### src/hdl/hcbd_pkg.sv
package hcbd_pkg;

	localparam int MAX_SIZE_DIGITS = 16;
	localparam int LEN_LIMIT       = MAX_SIZE_DIGITS + 1;
	localparam int LEN_W           = 5;
	localparam int QDEPTH          = 4;
	localparam int QPTR_W          = 2;

	localparam logic [7:0] CH_CR    = 8'h0D;
	localparam logic [7:0] CH_LF    = 8'h0A;
	localparam logic [7:0] CH_SEMI  = 8'h3B;
	localparam logic [7:0] CH_SP    = 8'h20;
	localparam logic [7:0] CH_TAB   = 8'h09;
	localparam logic [7:0] CH_0     = 8'h30;
	localparam logic [7:0] CH_9     = 8'h39;
	localparam logic [7:0] CH_LA    = 8'h61;
	localparam logic [7:0] CH_LF_HI = 8'h66;
	localparam logic [7:0] CH_UA    = 8'h41;
	localparam logic [7:0] CH_UF    = 8'h46;
	localparam logic [7:0] HEX_TEN  = 8'd10;

	typedef enum logic [3:0] {
		ST_BUSY       = 4'd0,
		ST_DONE       = 4'd1,
		ST_NO_SIZE    = 4'd2,
		ST_EMPTY      = 4'd3,
		ST_TOO_LONG   = 4'd4,
		ST_BAD_HEX    = 4'd5,
		ST_PAST_END   = 4'd6,
		ST_NO_TERM    = 4'd7,
		ST_NO_TRAILER = 4'd8
	} status_t;

	typedef enum logic [5:0] {
		PH_SIZE       = 6'b000001,
		PH_DATA       = 6'b000010,
		PH_AFTER_DATA = 6'b000100,
		PH_AFTER_CR   = 6'b001000,
		PH_TRAILER    = 6'b010000,
		PH_SKIP       = 6'b100000
	} phase_t;

	// classified input beat
	typedef struct packed {
		logic [7:0] data;
		logic       last;
		logic       is_cr;
		logic       is_lf;
		logic       is_semi;
		logic       is_blank;
		logic       is_hex;
		logic [3:0] hex_val;
	} cls_t;

endpackage

### src/hdl/http_chunked_body_decoder.sv
// Chunked body decoder: one input beat per body byte, one result beat per input beat.
// Input channel: in_valid / in_stall with in_byte and last_of_input; a beat is taken
// when in_valid is high and in_stall low. last_of_input marks the final byte of a body.
// Output channel: out_valid / out_stall with payload_byte, payload_valid and status.
// payload_valid flags chunk data (payload_byte is zero otherwise); status reports done,
// an error code, or zero while busy or skipping after an end.
// Throughput: one beat per cycle while out_stall is low, set by the back end's step
// (a 64-bit shift-in of a hex digit or a 64-bit decrement of the chunk count).
// Path: a taken beat is written into the queue, then popped into the output register
// once the output side is free.
// Structure: a front end classifies each byte (CR, LF, ';', blank, hex digit) and
// pushes it into a four-entry queue; the back end pops it, steps the parse state and
// loads the output register. in_stall rises only when the queue is full, so the
// input keeps flowing until the queue holds four beats while the receiver stalls.
// Reset (arst_n low) clears the queue, the output valid and the parse state, which
// starts at the beginning of a size line. No clearing pass is needed.
module http_chunked_body_decoder (
	input  logic       clk,
	input  logic       arst_n,
	input  logic       in_valid,
	output logic       in_stall,
	input  logic [7:0] in_byte,
	input  logic       last_of_input,
	output logic       out_valid,
	input  logic       out_stall,
	output logic [7:0] payload_byte,
	output logic       payload_valid,
	output logic [3:0] status
);
	import hcbd_pkg::*;

	cls_t front_item;
	cls_t back_item;
	logic push;
	logic pop;
	logic q_full;
	logic q_not_empty;

	// classify and admit
	hcbd_front u_front (
		.in_valid      (in_valid),
		.in_byte       (in_byte),
		.last_of_input (last_of_input),
		.q_full        (q_full),
		.in_stall      (in_stall),
		.push          (push),
		.item          (front_item)
	);

	// decouples input acceptance from output stalls
	hcbd_queue u_queue (
		.clk       (clk),
		.arst_n    (arst_n),
		.push      (push),
		.wr_item   (front_item),
		.pop       (pop),
		.full      (q_full),
		.not_empty (q_not_empty),
		.rd_item   (back_item)
	);

	// parse state machine and result register
	hcbd_back u_back (
		.clk           (clk),
		.arst_n        (arst_n),
		.q_not_empty   (q_not_empty),
		.item          (back_item),
		.out_stall     (out_stall),
		.pop           (pop),
		.out_valid     (out_valid),
		.payload_byte  (payload_byte),
		.payload_valid (payload_valid),
		.status        (status)
	);

endmodule

### src/hdl/hcbd_front.sv
module hcbd_front (
	input  logic               in_valid,
	input  logic [7:0]         in_byte,
	input  logic               last_of_input,
	input  logic               q_full,
	output logic               in_stall,
	output logic               push,
	output hcbd_pkg::cls_t     item
);
	import hcbd_pkg::*;

	logic [7:0] hv;

	always_comb begin
		hv = 8'd0;
		item.is_hex = 1'b1;
		if (in_byte >= CH_0 && in_byte <= CH_9) begin
			hv = in_byte - CH_0;
		end else if (in_byte >= CH_LA && in_byte <= CH_LF_HI) begin
			hv = in_byte - CH_LA + HEX_TEN;
		end else if (in_byte >= CH_UA && in_byte <= CH_UF) begin
			hv = in_byte - CH_UA + HEX_TEN;
		end else begin
			item.is_hex = 1'b0;
		end
		item.hex_val  = hv[3:0];
		item.data     = in_byte;
		item.last     = last_of_input;
		item.is_cr    = (in_byte == CH_CR);
		item.is_lf    = (in_byte == CH_LF);
		item.is_semi  = (in_byte == CH_SEMI);
		item.is_blank = (in_byte == CH_SP) || (in_byte == CH_TAB);
	end

	assign in_stall = q_full;
	assign push     = in_valid && !q_full;

endmodule

### src/hdl/hcbd_queue.sv
module hcbd_queue (
	input  logic           clk,
	input  logic           arst_n,
	input  logic           push,
	input  hcbd_pkg::cls_t wr_item,
	input  logic           pop,
	output logic           full,
	output logic           not_empty,
	output hcbd_pkg::cls_t rd_item
);
	import hcbd_pkg::*;

	cls_t              mem_q [QDEPTH];
	logic [QPTR_W-1:0] wp_q;
	logic [QPTR_W-1:0] rp_q;
	logic [QPTR_W:0]   cnt_q;

	assign full      = (cnt_q == (QPTR_W+1)'(QDEPTH));
	assign not_empty = (cnt_q != '0);
	assign rd_item   = mem_q[rp_q];

	always_ff @(posedge clk) begin
		if (push) begin
			mem_q[wp_q] <= wr_item;
		end
	end

	always_ff @(posedge clk or negedge arst_n) begin
		if (!arst_n) begin
			wp_q  <= '0;
			rp_q  <= '0;
			cnt_q <= '0;
		end else begin
			if (push) wp_q <= wp_q + 1'b1;
			if (pop)  rp_q <= rp_q + 1'b1;
			case ({push, pop})
				2'b10:   cnt_q <= cnt_q + 1'b1;
				2'b01:   cnt_q <= cnt_q - 1'b1;
				default: cnt_q <= cnt_q;
			endcase
		end
	end

endmodule

### src/hdl/hcbd_back.sv
module hcbd_back (
	input  logic           clk,
	input  logic           arst_n,
	input  logic           q_not_empty,
	input  hcbd_pkg::cls_t item,
	input  logic           out_stall,
	output logic           pop,
	output logic           out_valid,
	output logic [7:0]     payload_byte,
	output logic           payload_valid,
	output logic [3:0]     status
);
	import hcbd_pkg::*;

	typedef struct packed {
		logic [LEN_W-1:0] len;
		logic [LEN_W-1:0] tb;
		logic             bad;
		logic             ext;
		logic             sh;
	} sz_t;

	// one size-line character; sh marks a hex digit to shift in
	function automatic sz_t size_step(sz_t s, logic semi, logic blank, logic hex);
		sz_t           r;
		logic [LEN_W:0] sum;
		r    = s;
		r.sh = 1'b0;
		sum  = {1'b0, s.len} + {1'b0, s.tb};
		if (s.ext) begin
			r.ext = 1'b1;
		end else if (semi) begin
			r.ext = 1'b1;
		end else if (blank) begin
			if (s.len != '0 && s.tb < LEN_W'(LEN_LIMIT)) r.tb = s.tb + 1'b1;
		end else begin
			if (s.tb != '0) begin
				r.len = (sum > (LEN_W+1)'(LEN_LIMIT)) ? LEN_W'(LEN_LIMIT) : sum[LEN_W-1:0];
				r.tb  = '0;
				r.bad = 1'b1;
			end
			if (r.len < LEN_W'(LEN_LIMIT)) r.len = r.len + 1'b1;
			if (!hex)          r.bad = 1'b1;
			else if (!r.bad)   r.sh  = 1'b1;
		end
		return r;
	endfunction

	function automatic status_t end_code(phase_t ph);
		status_t c;
		unique case (ph) inside
			PH_SIZE:                  c = ST_NO_SIZE;
			PH_DATA:                  c = ST_PAST_END;
			PH_AFTER_DATA, PH_AFTER_CR: c = ST_NO_TERM;
			PH_TRAILER:               c = ST_NO_TRAILER;
			default:                  c = ST_BUSY;
		endcase
		return c;
	endfunction

	phase_t           ph_q,  ph_d;
	logic [63:0]      rem_q, rem_d;
	logic [63:0]      acc_q, acc_d;
	logic [LEN_W-1:0] len_q, tb_q;
	logic             bad_q, ext_q, hcr_q, hcr_d;
	logic [1:0]       tl_q,  tl_d;
	sz_t              sc;
	logic             eol_seen;
	status_t          st;
	logic [7:0]       pb;
	logic             pv;

	logic             out_valid_q;
	logic [7:0]       pbyte_q;
	logic             pvalid_q;
	status_t          status_q;

	assign pop = q_not_empty && (!out_valid_q || !out_stall);

	always_comb begin
		ph_d     = ph_q;
		rem_d    = rem_q;
		acc_d    = acc_q;
		hcr_d    = hcr_q;
		tl_d     = tl_q;
		sc       = '{len: len_q, tb: tb_q, bad: bad_q, ext: ext_q, sh: 1'b0};
		eol_seen = 1'b0;
		st       = ST_BUSY;
		pb       = 8'd0;
		pv       = 1'b0;
		unique case (ph_q)
			PH_SIZE: begin
				if (hcr_q && item.is_lf) begin
					eol_seen = 1'b1;
				end else begin
					hcr_d = 1'b0;
					// held CR not followed by LF is an ordinary, non-hex char
					if (hcr_q) sc = size_step(sc, 1'b0, 1'b0, 1'b0);
					if (item.is_cr) begin
						hcr_d = 1'b1;
					end else if (item.is_lf) begin
						eol_seen = 1'b1;
					end else begin
						sc = size_step(sc, item.is_semi, item.is_blank, item.is_hex);
						if (sc.sh) acc_d = {acc_q[59:0], item.hex_val};
					end
				end
				if (eol_seen) begin
					if (sc.len == '0)                         st = ST_EMPTY;
					else if (sc.len > LEN_W'(MAX_SIZE_DIGITS)) st = ST_TOO_LONG;
					else if (sc.bad)                          st = ST_BAD_HEX;
					else if (acc_q == 64'd0) begin
						ph_d = PH_TRAILER;
						tl_d = 2'd0;
					end else begin
						ph_d  = PH_DATA;
						rem_d = acc_q;
					end
					acc_d = 64'd0;
					sc    = '0;
					hcr_d = 1'b0;
				end
			end
			PH_DATA: begin
				pb    = item.data;
				pv    = 1'b1;
				rem_d = rem_q - 64'd1;
				if (rem_q == 64'd1) ph_d = PH_AFTER_DATA;
			end
			PH_AFTER_DATA: begin
				if (item.is_cr)      ph_d = PH_AFTER_CR;
				else if (item.is_lf) ph_d = PH_SIZE;
				else                 st   = ST_NO_TERM;
			end
			PH_AFTER_CR: begin
				if (item.is_lf) ph_d = PH_SIZE;
				else            st   = ST_NO_TERM;
			end
			PH_TRAILER: begin
				if (item.is_lf) begin
					if (tl_q <= 2'd1) st = ST_DONE;
					tl_d = 2'd0;
				end else if (item.is_cr && tl_q == 2'd0) begin
					tl_d = 2'd1;
				end else begin
					tl_d = 2'd2;
				end
			end
			default: begin
			end
		endcase

		if (st == ST_BUSY && item.last) st = end_code(ph_d);
		if (item.last) begin
			ph_d  = PH_SIZE;
			rem_d = 64'd0;
			acc_d = 64'd0;
			sc    = '0;
			hcr_d = 1'b0;
			tl_d  = 2'd0;
		end else if (st != ST_BUSY) begin
			ph_d = PH_SKIP;
		end
	end

	always_ff @(posedge clk or negedge arst_n) begin
		if (!arst_n) begin
			ph_q  <= PH_SIZE;
			rem_q <= 64'd0;
			acc_q <= 64'd0;
			len_q <= '0;
			tb_q  <= '0;
			bad_q <= 1'b0;
			ext_q <= 1'b0;
			hcr_q <= 1'b0;
			tl_q  <= 2'd0;
		end else if (pop) begin
			ph_q  <= ph_d;
			rem_q <= rem_d;
			acc_q <= acc_d;
			len_q <= sc.len;
			tb_q  <= sc.tb;
			bad_q <= sc.bad;
			ext_q <= sc.ext;
			hcr_q <= hcr_d;
			tl_q  <= tl_d;
		end
	end

	always_ff @(posedge clk or negedge arst_n) begin
		if (!arst_n) begin
			out_valid_q <= 1'b0;
		end else if (pop) begin
			out_valid_q <= 1'b1;
		end else if (!out_stall) begin
			out_valid_q <= 1'b0;
		end
	end

	always_ff @(posedge clk) begin
		if (pop) begin
			pbyte_q  <= pb;
			pvalid_q <= pv;
			status_q <= st;
		end
	end

	assign out_valid     = out_valid_q;
	assign payload_byte  = pbyte_q;
	assign payload_valid = pvalid_q;
	assign status        = status_q;

endmodule

### config.mk
export PLATFORM = sky130hd
export DESIGN_NAME = http_chunked_body_decoder
export DESIGN_NICKNAME = d
export VERILOG_FILES = /design/src/hdl/hcbd_pkg.sv /design/src/hdl/http_chunked_body_decoder.sv /design/src/hdl/hcbd_front.sv /design/src/hdl/hcbd_queue.sv /design/src/hdl/hcbd_back.sv
export SDC_FILE = /design/constraint.sdc
export NUM_CORES = 1
export LEC_CHECK = 0
export CELL_PAD_IN_SITES_DETAIL_PLACEMENT = 1
export CELL_PAD_IN_SITES_GLOBAL_PLACEMENT = 1
export CORE_UTILIZATION = 40
export DETAILED_ROUTE_END_ITERATION = 16
export DONT_BUFFER_PORTS = 1
export GPL_TIMING_DRIVEN = 0
export PLACE_DENSITY_LB_ADDON = 0.1
export REMOVE_ABC_BUFFERS = 1
export SLEW_MARGIN = 20
export SYNTH_ARGS = -nofsm -noshare
export SYNTH_HDL_FRONTEND = slang
export SYNTH_SLANG_ARGS = --single-unit
### constraint.sdc
create_clock -name clk -period 8.5 [get_ports clk]
set_input_delay 0.425 -clock clk [delete_from_list [all_inputs] [get_ports clk]]
set_output_delay 0.425 -clock clk [all_outputs]
set_load 0.03 [all_outputs]
==> out/metrics.cfg <==
[cells_and_area]
drive_gt1_share_pct = 8.49
antenna_cells = 0
finalNetCount = 1467
post-route-util_pct = 46.7
area_growth_pct = 13.4

[worst_setup_path]
slowest_stage = or4_4
cp_top_family = compound AO/OA/AOI/OAI gates
cp_max_fo = 32
endpoint_kind = register
crit_required_ns = 8.97
critPathKind = register to register
crit_arrival_ns = 8.53
critPathMaxStageDelay_ns = 0.56
critPathLaunchType = register
critPathBufInv = 3
ff2ff_setup_slack_ns = 0.44

[timing]
timing.slew.headroom_pct = 22.6
worst_slack_ns = 0.440
rsz0062_at_grt = false
fmax_mhz = 124
hold_viol = 0
maxSlewViolCount = 0
setup_violations = 0
final.min_clock_period_ns = 8.06
clock_skew_ns = 0.0173
tightestPinTransition_ns = 1.15
min_period_over_period_pct = 94.8
tns_ns = 0

[floorplanning]
initial_utilization_pct = 41.1
num_io_pins = 28
dieHeight_um = 183
die_area_um2 = 33500
die_w_um = 183
core_area_um2 = 31900
rows = 65

[cts]
cts-root-buf = clkbuf_16
cts_max_level = 1
cts_tree = yes
numCtsBuffers = 28
clockBufferDepth = 3
cts_sinks = 242
clk_pin_slew_ns = 0.06
clock_latency_ns = 0.55

[drt]
wirelength_met1_um = 19200
viasPerCell = 5.78
drtIter0Drc = 641
wl_um = 38300
drc = 0
postRouteAntennaNets = 0
met2_length_um = 17000
routed.top_layer = met5
firstDrtPassIters = 8
routedWlPerCell_um = 20.3
vias = 10892
dr_wl_met3_um = 1420

[power]
leakage_nw = 6.03
power.share.sequential_pct = 28.3
power_per_cell_area_nw_per_um2 = 380
finalPower_mw = 5.66
p_int_mw = 3.02
ir_drop_mv = 0.199
p_switching_mw = 2.64
clkPwrFrac_pct = 22.2
combinationalPowerShare_pct = 49.5
swShare_pct = 46.6

[global_route]
grt_pass1_vias = 11283
grt.total_usage_pct = 23.3
grt_max_degree = 158
antenna_found_initial = 1
grt_pass1_wl_um = 62400
overflow = 0

[placed_design]
place_congestion = 0.863
dp_hpwl_um = 25600
dp_slack_ns = -0.757
port_buffers = 0

[logic_synthesis]
ys_seq_elements = 242
synth_cells = 1435
yosysSeqAreaShare_pct = 49.4
async_flop_share_pct = 64.9
synth_flop_cell = dfrtp_1
synth_edf_count = 85
syn_avg_cell_area_um2 = 9.14
syn-cell-area_um2 = 13100
synth_cell_types = 84
synth_warnings = 0

[outcome]
outcome = finished clean

[job]
maxCapViolations = 0

[worst_hold_path]
hold_path.class = primary input to register

[what timing repair did]
action                                 in CTS  in global routing
endpoints found under the hold margin     194                  0
setup endpoints to repair                  48                 66
resized for setup                           3                 10
setup buffers                               0                  1
hold buffers                               12                  0
pin swaps                                   0                  2
gates cloned                                0                  1
[power by group through the flow]
stage	combinational (mW)	clock (mW)	sequential, mW
floorplan	1.79	0	1.55
global placement	2.48	0	1.62
detailed placement	2.70	0	1.63
CTS	2.74	1.28	1.60
global route	3.09	1.32	1.62
finish	2.80	1.26	1.60
[cells by family (layout without fill, tap and decap cells)]
logic type	after synthesis	in the layout	synth area share, %
mux	27	27	3.72
flops	242	242	49.4
buf+inv	110	122	3.32
simple gates	598	599	21.2
xor+xnor	11	11	0.734
fa+ha+maj	28	28	2.84
compound gates	419	419	18.7
[worst register-to-register path, delay by kind of cell, from the launching register on]
family	cells	cell delay [ns]
flops	1	0.47
simple gates	8	2.26
compound gates	13	3.15
buf+inv	3	0.50
fa+ha+maj	4	1.43
xor+xnor	1	0.19
[worst paths after layout]
check | startpoint | endpoint | cells past startpoint
min in group asynchronous | arst_n | u_back.acc_q[49] | 2
setup / recovery | u_back.tb_q[0] | u_back.rem_q[61] | 29
hold reg to reg | u_queue.cnt_q[2] | u_queue.cnt_q[2] | 1
hold / removal | in_byte[4] | u_queue.mem_q[3][8] | 1
setup reg to reg | u_back.tb_q[0] | u_back.rem_q[61] | 29
max in group asynchronous | arst_n | u_queue.rp_q[0] | 2
[placed cells by master (no fill, tap or decap), types with 6 or more instances in the layout]
cell / instances
o21ai_0: 164
a22oi_1: 14
nor4_1: 50
inv_1: 38
edfxtp_1: 85
nand4_1: 10
mux2i_1: 6
ha_1: 25
xnor2_1: 6
o21ai_1: 58
nand2b_1: 6
clkbuf_16: 29
o31ai_1: 6
a31oi_1: 7
clkinv_2: 7
nand2_1: 221
nand3_1: 25
nor2b_1: 8
nor2_1: 159
and2_1: 21
a21oi_1: 99
and3_1: 14
mux4_2: 17
nor3_1: 39
dfrtp_1: 155
dlygate4sd3_1: 11
or4_1: 6
[through the flow]
stage | instance area [µm²] | instances | hold slack, ns
final | 14900 | 1883 | 0.110
after global routing | 14900 | 1883 | 0.102
after detailed placement | 13700 | 1817 | 0.137
after global placement | 13400 | 1801 | 0.138
after floorplan | 12800 | 1366 | 0.129
after CTS | 14800 | 1881 | 0.0934
[cell usage after synthesis (4+ instances only)]
cell type / n / area, µm²
nand2_1: 222 / 833
o21ai_0: 167 / 836
nor2_1: 159 / 597
dfrtp_1: 156 / 3900
a21oi_1: 100 / 500
edfxtp_1: 85 / 2550
clkbuf_1: 55 / 206
o21ai_1: 55 / 275
nor4_1: 51 / 319
nor3_1: 39 / 195
inv_1: 38 / 143
ha_1: 25 / 313
nand3_1: 25 / 125
and2_1: 21 / 131
mux4_2: 17 / 383
a22oi_1: 14 / 105
and3_1: 14 / 87.6
nand4_1: 10 / 62.6
buf_2: 9 / 45.0
nor2b_1: 8 / 50.1
or4_1: 8 / 60.1
a31oi_1: 7 / 43.8
nand2b_1: 7 / 43.8
mux2i_1: 6 / 60.1
o31ai_1: 6 / 45.0
or2_2: 6 / 37.5
xnor2_1: 6 / 52.6
a21o_1: 5 / 37.5
nor3b_1: 5 / 37.5
nor4b_1: 5 / 43.8
o2111ai_1: 5 / 43.8
o21a_1: 5 / 37.5
xor2_1: 5 / 43.8
a22o_1: 4 / 35.0
mux2_2: 4 / 45.0
o22a_1: 4 / 35.0
o22ai_1: 4 / 25.0
or3_1: 4 / 25.0
[registers in the layout, indices dropped and copies added, names as in the netlist]
| name | flops |
|---|---|
| u_queue.cnt_q | 3 |
| u_back.payload_byte | 8 |
| u_queue.wp_q | 2 |
| u_back.tb_q | 5 |
| u_back.hcr_q | 1 |
| u_back.payload_valid | 1 |
| u_back.ext_q | 1 |
| u_back.bad_q | 1 |
| u_back.len_q | 5 |
| u_queue.mem_q | 72 |
| u_back.tl_q | 2 |
| u_queue.rp_q | 2 |
| u_back.rem_q | 64 |
| u_back.ph_q | 6 |
| u_back.acc_q | 64 |
| u_back.out_valid | 1 |
| u_back.status | 4 |
[final cells by class]
| type | instances | area, µm² |
|---|---|---|
| Clock inverter | 17 | 170 |
| Inverter | 41 | 154 |
| Fill cell | 3654 | 17000 |
| Tap cell | 435 | 544 |
| Multi-Input combinational cell | 1084 | 6300 |
| Timing Repair Buffer | 29 | 433 |
| Sequential cell | 242 | 6480 |
| Clock buffer | 35 | 788 |
[metal layers]
layer	up-vias	global-route usage (%)
li1	5192	-
met1	5462	34.6
met2	179	36.1
met3	57	3.00
met4	2	5.57
met5	-	0
No activity file was read; power rests on OpenSTA's default activity.
